$ cat src/rtl/sql_query_tokenizer_top_macros.svh
// Assertion helpers shared by the tokenizer modules.
`ifndef SQL_QUERY_TOKENIZER_TOP_MACROS_SVH
`define SQL_QUERY_TOKENIZER_TOP_MACROS_SVH

`ifndef SYNTHESIS

// ante true in a cycle requires cons in the same cycle
`define SQT_ASSERT_IMPL(lbl, clk, rstn, ante, cons, msg) \
    lbl: assert property (@(posedge clk) disable iff (!rstn) (ante) |-> (cons)) \
        else $error(msg);

// ante true in a cycle requires cons in the next cycle
`define SQT_ASSERT_NEXT(lbl, clk, rstn, ante, cons, msg) \
    lbl: assert property (@(posedge clk) disable iff (!rstn) (ante) |=> (cons)) \
        else $error(msg);

`else

`define SQT_ASSERT_IMPL(lbl, clk, rstn, ante, cons, msg)
`define SQT_ASSERT_NEXT(lbl, clk, rstn, ante, cons, msg)

`endif

`endif

$ cat src/rtl/sqt_pkg.sv
package sqt_pkg;

    localparam int POSITION_BITS_DEF = 16;
    localparam int KW_COUNT          = 20;
    localparam int JOB_FIFO_DEPTH    = 4;

    typedef enum logic [1:0] {
        KIND_KEYWORD  = 2'd0,
        KIND_VALUE    = 2'd1,
        KIND_IDENT    = 2'd2,
        KIND_OPERATOR = 2'd3
    } tok_kind_t;

    typedef enum logic [1:0] {
        OP_LPAREN = 2'd0,
        OP_EQUALS = 2'd1,
        OP_COMMA  = 2'd2,
        OP_RPAREN = 2'd3
    } op_code_t;

    localparam logic [7:0] CH_TAB    = 8'h09;
    localparam logic [7:0] CH_LF     = 8'h0A;
    localparam logic [7:0] CH_CR     = 8'h0D;
    localparam logic [7:0] CH_SPACE  = 8'h20;
    localparam logic [7:0] CH_LPAREN = 8'h28;
    localparam logic [7:0] CH_RPAREN = 8'h29;
    localparam logic [7:0] CH_COMMA  = 8'h2C;
    localparam logic [7:0] CH_EQUALS = 8'h3D;
    localparam logic [7:0] CH_ZERO   = 8'h30;
    localparam logic [7:0] CH_NINE   = 8'h39;
    localparam logic [7:0] CH_QUOTE  = 8'h27;
    localparam logic [7:0] CH_BSLASH = 8'h5C;
    localparam logic [7:0] CH_UPPER_A = 8'h41;
    localparam logic [7:0] CH_UPPER_Z = 8'h5A;
    localparam logic [7:0] CASE_GAP  = 8'h20;

    // keywords, right-justified, first character in the highest used byte
    localparam logic [63:0] KW_TEXT [KW_COUNT] = '{
        64'("select"), 64'("from"),   64'("where"),   64'("join"),
        64'("on"),     64'("table"),  64'("create"),  64'("delete"),
        64'("insert"), 64'("into"),   64'("update"),  64'("drop"),
        64'("varchar"), 64'("int"),   64'("char"),    64'("str"),
        64'("set"),    64'("drop"),   64'("table"),   64'("fields")
    };

    localparam logic [2:0] KW_LEN [KW_COUNT] = '{
        3'd6, 3'd4, 3'd5, 3'd4, 3'd2, 3'd5, 3'd6, 3'd6, 3'd6, 3'd4,
        3'd6, 3'd4, 3'd7, 3'd3, 3'd4, 3'd3, 3'd3, 3'd4, 3'd5, 3'd6
    };

    // character i of keyword k; zero past the end of the word
    function automatic logic [7:0] kw_byte(input int k, input logic [2:0] i);
        int sh;
        sh = (int'(KW_LEN[k]) - 1 - int'(i)) * 8;
        if (i >= KW_LEN[k]) begin
            return 8'h00;
        end
        return KW_TEXT[k][sh +: 8];
    endfunction

    // one queue entry: everything a character causes, up to two descriptors
    typedef struct packed {
        logic                has_run;
        logic                run_quoted;
        logic [KW_COUNT-1:0] run_hit;
        logic                run_digits;
        logic [15:0]         run_start;
        logic [15:0]         run_len;
        logic                has_op;
        op_code_t            op_code;
        logic [15:0]         op_pos;
    } tok_job_t;

    typedef struct packed {
        logic full;
        logic empty;
    } fifo_status_t;

endpackage

$ cat src/rtl/sqt_front.sv
`include "sql_query_tokenizer_top_macros.svh"

module sqt_front #(
    parameter int POSITION_BITS = sqt_pkg::POSITION_BITS_DEF
) (
    input  logic                 aclk,
    input  logic                 aresetn,
    input  logic                 s_valid,
    output logic                 s_ready,
    input  logic [7:0]           s_ch,
    input  logic                 s_is_end,
    input  sqt_pkg::fifo_status_t fifo_status,
    output logic                 job_push,
    output sqt_pkg::tok_job_t    job
);
    import sqt_pkg::*;

    localparam logic [POSITION_BITS-1:0] POS_MAX = {POSITION_BITS{1'b1}};

    typedef enum logic [1:0] {
        MODE_IDLE  = 2'd0,
        MODE_PLAIN = 2'd1,
        MODE_QUOTE = 2'd2
    } mode_t;

    function automatic logic [POSITION_BITS-1:0] sat_inc(
        input logic [POSITION_BITS-1:0] v
    );
        return (v == POS_MAX) ? v : v + POSITION_BITS'(1);
    endfunction

    mode_t                      mode_reg, mode_next;
    logic                       bslash_reg, bslash_next;
    logic [POSITION_BITS-1:0]   pos_reg, pos_next;
    logic [POSITION_BITS-1:0]   start_reg, start_next;
    logic [POSITION_BITS-1:0]   len_reg, len_next;
    logic [KW_COUNT-1:0]        alive_reg, alive_next;
    logic                       digits_reg, digits_next;

    logic                       accept;
    logic [7:0]                 lc;
    logic                       is_sp, is_op, is_quote, is_bslash, is_digit;
    op_code_t                   opc;
    logic [POSITION_BITS-1:0]   base_len, fed_len, qlen;
    logic [KW_COUNT-1:0]        base_alive, fed_alive, match;
    logic                       base_digits, fed_digits;
    logic [KW_COUNT-1:0]        hit_fed, hit_cur;

    assign s_ready = !fifo_status.full;
    assign accept  = s_valid && s_ready;

    // character classes
    always_comb begin
        lc        = (s_ch >= CH_UPPER_A && s_ch <= CH_UPPER_Z) ? s_ch + CASE_GAP : s_ch;
        is_sp     = s_ch inside {CH_TAB, CH_SPACE, CH_LF, CH_CR};
        is_digit  = s_ch inside {[CH_ZERO:CH_NINE]};
        is_quote  = (s_ch == CH_QUOTE);
        is_bslash = (s_ch == CH_BSLASH);
        is_op     = 1'b1;
        case (s_ch)
            CH_LPAREN: opc = OP_LPAREN;
            CH_EQUALS: opc = OP_EQUALS;
            CH_COMMA:  opc = OP_COMMA;
            CH_RPAREN: opc = OP_RPAREN;
            default: begin
                opc   = OP_LPAREN;
                is_op = 1'b0;
            end
        endcase
    end

    // keyword mask update, all entries in parallel
    always_comb begin
        if (mode_reg == MODE_PLAIN) begin
            base_len    = len_reg;
            base_alive  = alive_reg;
            base_digits = digits_reg;
        end else begin
            base_len    = '0;
            base_alive  = '1;
            base_digits = 1'b1;
        end
        for (int k = 0; k < KW_COUNT; k++) begin
            match[k] = (base_len < POSITION_BITS'(KW_LEN[k]))
                    && (lc == kw_byte(k, base_len[2:0]));
        end
        fed_alive  = base_alive & match;
        fed_len    = sat_inc(base_len);
        fed_digits = base_digits && is_digit;
        qlen       = sat_inc(len_reg);
        for (int k = 0; k < KW_COUNT; k++) begin
            hit_fed[k] = fed_alive[k] && (fed_len == POSITION_BITS'(KW_LEN[k]));
            hit_cur[k] = alive_reg[k] && (len_reg == POSITION_BITS'(KW_LEN[k]));
        end
    end

    always_comb begin
        mode_next   = mode_reg;
        bslash_next = bslash_reg;
        pos_next    = pos_reg;
        start_next  = start_reg;
        len_next    = len_reg;
        alive_next  = alive_reg;
        digits_next = digits_reg;
        job         = '0;
        job.op_code = opc;
        job.op_pos  = 16'(pos_reg);

        if (accept) begin
            pos_next = sat_inc(pos_reg);
            case (mode_reg)
                MODE_PLAIN: begin
                    if (is_sp || is_op) begin
                        job.has_run    = 1'b1;
                        job.run_hit    = hit_cur;
                        job.run_digits = digits_reg;
                        job.run_start  = 16'(start_reg);
                        job.run_len    = 16'(len_reg);
                        job.has_op     = is_op;
                        mode_next      = MODE_IDLE;
                    end else begin
                        alive_next     = fed_alive;
                        len_next       = fed_len;
                        digits_next    = fed_digits;
                        job.has_run    = s_is_end;
                        job.run_hit    = hit_fed;
                        job.run_digits = fed_digits;
                        job.run_start  = 16'(start_reg);
                        job.run_len    = 16'(fed_len);
                    end
                end
                MODE_QUOTE: begin
                    len_next       = qlen;
                    job.run_quoted = 1'b1;
                    job.run_start  = 16'(start_reg);
                    job.run_len    = 16'(qlen);
                    if (is_quote && !bslash_reg) begin
                        job.has_run = 1'b1;
                        mode_next   = MODE_IDLE;
                    end else begin
                        bslash_next = is_bslash;
                        job.has_run = s_is_end;
                    end
                end
                default: begin
                    // between tokens; the unused fourth code behaves the same
                    if (is_sp) begin
                        job.has_run = 1'b0;
                    end else if (is_op) begin
                        job.has_op = 1'b1;
                    end else if (is_quote) begin
                        mode_next      = MODE_QUOTE;
                        start_next     = pos_reg;
                        len_next       = POSITION_BITS'(1);
                        bslash_next    = 1'b0;
                        job.has_run    = s_is_end;
                        job.run_quoted = 1'b1;
                        job.run_start  = 16'(pos_reg);
                        job.run_len    = 16'd1;
                    end else begin
                        mode_next      = MODE_PLAIN;
                        start_next     = pos_reg;
                        alive_next     = fed_alive;
                        len_next       = fed_len;
                        digits_next    = fed_digits;
                        job.has_run    = s_is_end;
                        job.run_hit    = hit_fed;
                        job.run_digits = fed_digits;
                        job.run_start  = 16'(pos_reg);
                        job.run_len    = 16'(fed_len);
                    end
                end
            endcase

            // end of query: back to the reset state
            if (s_is_end) begin
                mode_next   = MODE_IDLE;
                bslash_next = 1'b0;
                pos_next    = '0;
                start_next  = '0;
                len_next    = '0;
                alive_next  = '1;
                digits_next = 1'b1;
            end
        end
    end

    assign job_push = accept && (job.has_run || job.has_op);

    always_ff @(posedge aclk) begin
        if (!aresetn) begin
            mode_reg   <= MODE_IDLE;
            bslash_reg <= 1'b0;
            pos_reg    <= '0;
            start_reg  <= '0;
            len_reg    <= '0;
            alive_reg  <= '1;
            digits_reg <= 1'b1;
        end else begin
            mode_reg   <= mode_next;
            bslash_reg <= bslash_next;
            pos_reg    <= pos_next;
            start_reg  <= start_next;
            len_reg    <= len_next;
            alive_reg  <= alive_next;
            digits_reg <= digits_next;
        end
    end

    `SQT_ASSERT_IMPL(a_open_token_nonempty, aclk, aresetn, mode_reg != MODE_IDLE, len_reg != '0, "open token with zero length")
    `SQT_ASSERT_IMPL(a_start_not_ahead, aclk, aresetn, mode_reg != MODE_IDLE, start_reg <= pos_reg, "token start beyond position")
    `SQT_ASSERT_NEXT(a_end_resets, aclk, aresetn, accept && s_is_end, mode_reg == MODE_IDLE && pos_reg == '0, "query end did not restart scan")

endmodule

$ cat src/rtl/sqt_fifo.sv
module sqt_fifo (
    input  logic                  aclk,
    input  logic                  aresetn,
    input  logic                  push,
    input  sqt_pkg::tok_job_t     push_job,
    input  logic                  pop,
    output sqt_pkg::tok_job_t     head_job,
    output sqt_pkg::fifo_status_t status
);
    import sqt_pkg::*;

    localparam int PTR_W = (JOB_FIFO_DEPTH > 1) ? $clog2(JOB_FIFO_DEPTH) : 1;
    localparam int CNT_W = $clog2(JOB_FIFO_DEPTH + 1);

    tok_job_t           mem [JOB_FIFO_DEPTH];
    logic [PTR_W-1:0]   wr_ptr_reg, rd_ptr_reg;
    logic [CNT_W-1:0]   count_reg;
    logic               do_push, do_pop;

    function automatic logic [PTR_W-1:0] wrap_inc(input logic [PTR_W-1:0] p);
        return (p == PTR_W'(JOB_FIFO_DEPTH - 1)) ? '0 : p + PTR_W'(1);
    endfunction

    assign status.full  = (count_reg == CNT_W'(JOB_FIFO_DEPTH));
    assign status.empty = (count_reg == '0);
    assign do_push      = push && !status.full;
    assign do_pop       = pop && !status.empty;
    assign head_job     = mem[rd_ptr_reg];

    always_ff @(posedge aclk) begin
        if (do_push) begin
            mem[wr_ptr_reg] <= push_job;
        end
    end

    always_ff @(posedge aclk) begin
        if (!aresetn) begin
            wr_ptr_reg <= '0;
            rd_ptr_reg <= '0;
            count_reg  <= '0;
        end else begin
            if (do_push) begin
                wr_ptr_reg <= wrap_inc(wr_ptr_reg);
            end
            if (do_pop) begin
                rd_ptr_reg <= wrap_inc(rd_ptr_reg);
            end
            case ({do_push, do_pop})
                2'b10:   count_reg <= count_reg + CNT_W'(1);
                2'b01:   count_reg <= count_reg - CNT_W'(1);
                default: count_reg <= count_reg;
            endcase
        end
    end

endmodule

$ cat src/rtl/sqt_back.sv
`include "sql_query_tokenizer_top_macros.svh"

module sqt_back (
    input  logic                  aclk,
    input  logic                  aresetn,
    input  sqt_pkg::tok_job_t     job,
    input  sqt_pkg::fifo_status_t fifo_status,
    output logic                  pop,
    output logic                  m_valid,
    input  logic                  m_ready,
    output logic [1:0]            m_token_kind,
    output logic [4:0]            m_keyword_index,
    output logic [1:0]            m_operator_code,
    output logic [15:0]           m_start_pos,
    output logic [15:0]           m_token_len,
    output logic                  m_last_of_run
);
    import sqt_pkg::*;

    logic        m_valid_reg;
    tok_kind_t   kind_reg;
    logic [4:0]  kwi_reg;
    op_code_t    opc_reg;
    logic [15:0] start_reg;
    logic [15:0] len_reg;
    logic        last_reg;

    // operator still owed after a run that it ended
    logic        pend_reg;
    op_code_t    pend_opc_reg;
    logic [15:0] pend_pos_reg;

    logic        out_free;
    logic        kw_found;
    logic [4:0]  kw_idx;
    tok_kind_t   run_kind;
    logic [4:0]  run_kwi;

    // first live keyword wins
    always_comb begin
        kw_found = 1'b0;
        kw_idx   = '0;
        for (int i = KW_COUNT - 1; i >= 0; i--) begin
            if (job.run_hit[i]) begin
                kw_found = 1'b1;
                kw_idx   = 5'(i);
            end
        end
        if (job.run_quoted) begin
            run_kind = KIND_VALUE;
        end else if (kw_found) begin
            run_kind = KIND_KEYWORD;
        end else if (job.run_digits) begin
            run_kind = KIND_VALUE;
        end else begin
            run_kind = KIND_IDENT;
        end
        run_kwi = (!job.run_quoted && kw_found) ? kw_idx : 5'd0;
    end

    assign out_free = !m_valid_reg || m_ready;
    assign pop      = out_free && !pend_reg && !fifo_status.empty;

    always_ff @(posedge aclk) begin
        if (!aresetn) begin
            m_valid_reg <= 1'b0;
            pend_reg    <= 1'b0;
        end else if (out_free) begin
            if (pend_reg) begin
                m_valid_reg <= 1'b1;
                pend_reg    <= 1'b0;
                kind_reg    <= KIND_OPERATOR;
                kwi_reg     <= '0;
                opc_reg     <= pend_opc_reg;
                start_reg   <= pend_pos_reg;
                len_reg     <= 16'd1;
                last_reg    <= 1'b1;
            end else if (!fifo_status.empty) begin
                m_valid_reg <= 1'b1;
                if (job.has_run) begin
                    kind_reg     <= run_kind;
                    kwi_reg      <= run_kwi;
                    opc_reg      <= OP_LPAREN;
                    start_reg    <= job.run_start;
                    len_reg      <= job.run_len;
                    last_reg     <= !job.has_op;
                    pend_reg     <= job.has_op;
                    pend_opc_reg <= job.op_code;
                    pend_pos_reg <= job.op_pos;
                end else begin
                    kind_reg  <= KIND_OPERATOR;
                    kwi_reg   <= '0;
                    opc_reg   <= job.op_code;
                    start_reg <= job.op_pos;
                    len_reg   <= 16'd1;
                    last_reg  <= 1'b1;
                end
            end else begin
                m_valid_reg <= 1'b0;
            end
        end
    end

    assign m_valid         = m_valid_reg;
    assign m_token_kind    = kind_reg;
    assign m_keyword_index = kwi_reg;
    assign m_operator_code = opc_reg;
    assign m_start_pos     = start_reg;
    assign m_token_len     = len_reg;
    assign m_last_of_run   = last_reg;

    `SQT_ASSERT_IMPL(a_pend_behind_run, aclk, aresetn, pend_reg, m_valid && !m_last_of_run, "owed operator without a run in front")
    `SQT_ASSERT_NEXT(a_pend_follows, aclk, aresetn, pend_reg && m_ready, m_valid && m_last_of_run && m_token_kind == KIND_OPERATOR, "owed operator not delivered next")
    `SQT_ASSERT_IMPL(a_no_pop_while_pend, aclk, aresetn, pend_reg, !pop, "queue read while an operator is owed")

endmodule

$ cat src/rtl/sql_query_tokenizer_top.sv
// SQL query tokenizer. Query characters arrive one word per cycle on the s_
// channel (s_is_end marks the last character of a query); token descriptors
// leave on the m_ channel, each giving kind, keyword index, operator code,
// start offset and length, with m_last_of_run set on the final descriptor
// caused by a character. A front stage classifies every character in the
// cycle it is accepted, updating the 20-entry keyword mask, digit flag and
// token bookkeeping in parallel, and hands the result to a four-entry job
// queue; the back stage resolves the keyword priority and drives the output
// register. Input is taken at one character per cycle whenever the queue has
// room. The output register delivers one descriptor per cycle while m_ready
// is high, so a character that ends a run with an operator yields two
// descriptors; the queue soaks these up and sustained throughput stays at
// one character per cycle for ordinary text. A character's descriptors pass
// through a queue entry and then the output register. Positions and lengths
// saturate at 2^POSITION_BITS - 1 and are reported in their low 16 bits.
// After the last character of a query, offsets restart at zero. No clearing
// pass is needed after reset.
module sql_query_tokenizer_top #(
    parameter int POSITION_BITS = sqt_pkg::POSITION_BITS_DEF
) (
    input  logic        aclk,
    input  logic        aresetn,
    input  logic        s_valid,
    output logic        s_ready,
    input  logic [7:0]  s_ch,
    input  logic        s_is_end,
    output logic        m_valid,
    input  logic        m_ready,
    output logic [1:0]  m_token_kind,
    output logic [4:0]  m_keyword_index,
    output logic [1:0]  m_operator_code,
    output logic [15:0] m_start_pos,
    output logic [15:0] m_token_len,
    output logic        m_last_of_run
);
    import sqt_pkg::*;

    // front to queue
    logic         job_push;
    tok_job_t     push_job;
    // queue to back
    logic         job_pop;
    tok_job_t     head_job;
    fifo_status_t fifo_status;

    // scanner: character classes, keyword mask, token bookkeeping
    sqt_front #(
        .POSITION_BITS(POSITION_BITS)
    ) u_front (
        .aclk        (aclk),
        .aresetn     (aresetn),
        .s_valid     (s_valid),
        .s_ready     (s_ready),
        .s_ch        (s_ch),
        .s_is_end    (s_is_end),
        .fifo_status (fifo_status),
        .job_push    (job_push),
        .job         (push_job)
    );

    // decoupling queue; one entry per character that yields descriptors
    sqt_fifo u_fifo (
        .aclk     (aclk),
        .aresetn  (aresetn),
        .push     (job_push),
        .push_job (push_job),
        .pop      (job_pop),
        .head_job (head_job),
        .status   (fifo_status)
    );

    // emitter: keyword priority, kind resolution, output register
    sqt_back u_back (
        .aclk            (aclk),
        .aresetn         (aresetn),
        .job             (head_job),
        .fifo_status     (fifo_status),
        .pop             (job_pop),
        .m_valid         (m_valid),
        .m_ready         (m_ready),
        .m_token_kind    (m_token_kind),
        .m_keyword_index (m_keyword_index),
        .m_operator_code (m_operator_code),
        .m_start_pos     (m_start_pos),
        .m_token_len     (m_token_len),
        .m_last_of_run   (m_last_of_run)
    );

endmodule
$ cat config.mk
export PLATFORM = sky130hd
export DESIGN_NAME = sql_query_tokenizer_top
export DESIGN_NICKNAME = d
export VERILOG_FILES = /design/src/rtl/sqt_pkg.sv /design/src/rtl/sqt_front.sv /design/src/rtl/sqt_fifo.sv /design/src/rtl/sqt_back.sv /design/src/rtl/sql_query_tokenizer_top.sv
export VERILOG_INCLUDE_DIRS = /design/src /design/src/rtl
export SDC_FILE = /design/constraint.sdc
export NUM_CORES = 1
export LEC_CHECK = 0
export BUFFER_PORTS_ARGS = -buffer_cell sky130_fd_sc_hd__buf_2
export CORE_MARGIN = 5
export CORE_UTILIZATION = 50
export CTS_BUF_LIST = sky130_fd_sc_hd__clkbuf_8
export DETAILED_ROUTE_END_ITERATION = 10
export PLACE_DENSITY = 0.69
export SLEW_MARGIN = 30
export SYNTH_ARGS = -nofsm -noshare
export SYNTH_HDL_FRONTEND = slang
export SYNTH_HIERARCHICAL = 1
export SYNTH_SLANG_ARGS = --single-unit
export TNS_END_PERCENT = 50
$ cat constraint.sdc
create_clock -name aclk -period 4.9 [get_ports aclk]
set_input_delay 0.49 -clock aclk [delete_from_list [all_inputs] [get_ports aclk]]
set_output_delay 0.49 -clock aclk [all_outputs]
set_load 0.05 [all_outputs]
==> results.cfg <==
[cts]
cts_resized = 0
cts_buffers = 68
h-tree-depth = 3
cts_sinks = 439
clk_latency_ns = 0.62
postCtsHoldBufs = 0
cts_root_buf = clkbuf_8
clock_path_buffers = 3
postCtsSetupRepairBufs = 0
cts_tree = yes
clk_pin_slew_ns = 0.07

[place]
numPortBuffers = 56
dp_hpwl_um = 36600
globalplace.congestion = 0.937
place_inst = 2273

[route]
wire_per_inst_um = 22.5
drtIter0Drc = 1427
firstDrtPassIters = 8
vias_per_cell = 6.26
num_vias = 15016
antenna_left = 0
drt-total-wl_um = 54000
drc = 0

[worst_setup_path]
reg2reg_depth = 15
worstReg2RegEnd = u_fifo/mem[1][54]$_DFFE_PP_
path_class = flip-flop to flip-flop
worstSetupStartpointType = flip-flop
cp_max_fo = 12
critPathArrivalTime_ns = 4.65
r2r_setup_slack_ns = 0.70
cp-end-kind = flip-flop
worstPathRequired_ns = 5.35
reg2reg_from = u_front/mode_reg[1]$_SDFFE_PN0P_

[finish]
syn2layout_area_growth_pct = 10.5
n_antenna_cell = 0
drive_above_1_share_pct = 17.1
n_fill_cell = 3526
largest_reg_flops = 296
instances_no_fill = 2398
layout.nets = 1843

[yosys]
ys_ff_latch = 439
synth_cell_types = 92
synth_nets = 1782
ys.flop_type = edfxtp_1
ys_warn_count = 6
synth_edf_count = 356
synth.largest_area_cell = edfxtp_1
synth.top_cell.area_share_pct = 49.7
synthTopCellsByArea = edfxtp_1 50%, mux4_2 7.7%, dfxtp_1 7.7%
syn_area_um2 = 21500
async_flop_share_pct = 0
synth_cells = 1737
syn_avg_cell_area_um2 = 12.4
seq_area_frac_synth_pct = 57.4

[sta]
tns_ns = 0
max_freq_ghz = 0.238
worstMarginPinSlew_ns = 1.03
hold_viol = 0
maxSlewHeadroom_pct = 31.2
drv_slew = 0
setup_viol = 0
period_needed_ns = 4.20
period_share_pct = 85.8
rsz0062_at_grt = no
clock_skew_ns = 0.0394

[global_route]
antenna_found_initial = 2
globalRouteTotalUtil_pct = 22.7
grt_pass1_wl_um = 84600
grt_pass1_vias = 14810
grt_max_degree = 46
grt_overflow = 0

[run]
maxCapViolations = 0

[worst_hold_path]
min_to = u_back/m_valid$_SDFFE_PN0N_
holdPathStages = 4
worstHoldPathType = input port to flip-flop
hold_start = m_ready

[outcome]
outcome = completed

[pwr]
ir_worst_vdd_uv = 198
p_per_area_nw_per_um2 = 371
leakagePower_uw = 0.00806
finalPower_uw = 8820

[die]
die_x_um = 217
start_util_pct = 50.3
fp.dieH_um = 217
core_um2 = 42800
io_pins = 57
rows = 76
die_area_um2 = 47300
## cells in the final DEF (no fill, tap or decap), types with 30 or more instances in the layout
master    Yosys  routed
edfxtp_1    356     356
nor2_1      143     143
nand2_1     109     109
o21ai_0      97      97
dfxtp_1      83      81
clkbuf_8      0      78
mux4_2       74      74
inv_1        39      62
a21oi_1      59      57
buf_2        26      56
buf_4         3      46
xnor2_1      43      43
nand3_1      40      40
a22oi_1      39      39
mux2i_1      36      36
nor3_1       37      36
nor4_1       34      33
ha_1         31      30
## worst max-delay path: stages, from the launching register on
cell       delay, ns
dfxtp_1         0.34
inv_1           0.07
ha_2            0.23
and2_1          0.24
clkinv_1        0.14
buf_4           0.21
ha_1            0.20
buf_4           0.17
ha_1            0.36
o2bb2ai_1       0.44
mux2i_1         0.24
o211ai_1        0.15
nor4_1          0.60
nand4_1         0.16
a211oi_1        0.28
buf_4           0.19
## area by class of cell
cell class	count	area [um2]	area share (%)
multi-input combinational	1137	8510	35.8
sequential	439	12400	51.9
tap	546	683	2.87
inverter	43	161	0.678
clock buffer	78	1070	4.51
clock inverter	46	235	0.989
timing repair buffer	109	771	3.24
## Yosys cell counts (7+ instances only)
cell type	instances
o31ai_1	12
o21a_1	8
xor2_1	21
and3_1	21
edfxtp_1	356
nor2_1	143
and2_1	31
or2_2	8
a211oi_1	18
or3_1	11
nor2b_1	17
mux4_2	74
mux2i_1	36
nand2_1	109
dfxtp_1	83
nand2b_1	16
clkbuf_1	70
nor4_1	34
nand4_1	28
o21ai_0	97
a21oi_1	59
nand3_1	40
a22oi_1	39
o211ai_1	17
o2111ai_1	8
nand4b_1	7
a22o_1	17
nor3_1	37
buf_2	26
a31oi_1	18
o2bb2ai_1	10
ha_1	31
buf_1	11
xnor2_1	43
o22ai_1	19
buf_6	8
inv_1	39
## report_power, final
group | leakage, uW | switching (uW) | internal [uW] | total, uW
logic | 0.00322 | 1030 | 533 | 1560
registers | 0.00409 | 101 | 4280 | 4380
clock network | 0.000757 | 1360 | 1520 | 2880
total | 0.00806 | 2490 | 6330 | 8820
## layer usage
metal / global-route usage, % / wire length [um] / vias to the layer above / part of all wire (%)
li1: - / - / 6867 / -
met1: 30.7 / 22500 / 7414 / 42
met2: 37.2 / 26100 / 613 / 48
met3: 3.73 / 3650 / 120 / 6.8
met4: 8.81 / 1730 / 2 / 3.2
met5: 0 / 13 / - / 0.024
## worst max path at each step
stage / from / endpoint / slack [ns] / cells after the start
final: u_front/mode_reg[1]$_SDFFE_PN0P_ / u_fifo/mem[1][54]$_DFFE_PP_ / 0.70 / 15
after global routing: u_front/mode_reg[1]$_SDFFE_PN0P_ / u_fifo/mem[2][68]$_DFFE_PP_ / 0.46 / 13
after CTS: u_front/mode_reg[1]$_SDFFE_PN0P_ / u_fifo/mem[1][54]$_DFFE_PP_ / 0.78 / 15
after detailed placement: s_ch[4] / u_fifo/count_reg[2]$_SDFFE_PN0P_ / 0.53 / 15
after global placement: s_ch[4] / u_fifo/mem[1][46]$_DFFE_PP_ / 0.71 / 10
after floorplan: s_ch[4] / u_fifo/mem[0][0]$_DFFE_PP_ / 0.19 / 11
## cell families (layout without fill, tap and decap cells)
kind of cell               count (synthesis)  after routing  synth area share [%]
AOI/OAI and AO/OA                        387            387                  12.2
xor gates and xnor gates                  64             64                  2.60
adders and majority gates                 32             32                  1.89
buffers and inverters                    161            276                  3.29
DFF                                      439            439                  57.4
muxes                                    113            113                  9.57
and+or+nand+nor                          541            541                  13.0
## stage by stage
step,hold WS (ns),utilization [%],setup slack [ns],cell area [um2]
finish,0.315,55.6,0.698,23800
CTS,0.260,55.5,0.777,23800
global placement,0.456,52.5,0.709,22400
detailed placement,0.478,52.5,0.528,22500
global route,0.317,55.6,0.463,23800
floorplan,0.442,-,0.185,21500
Power figures use the tool's default switching activity.
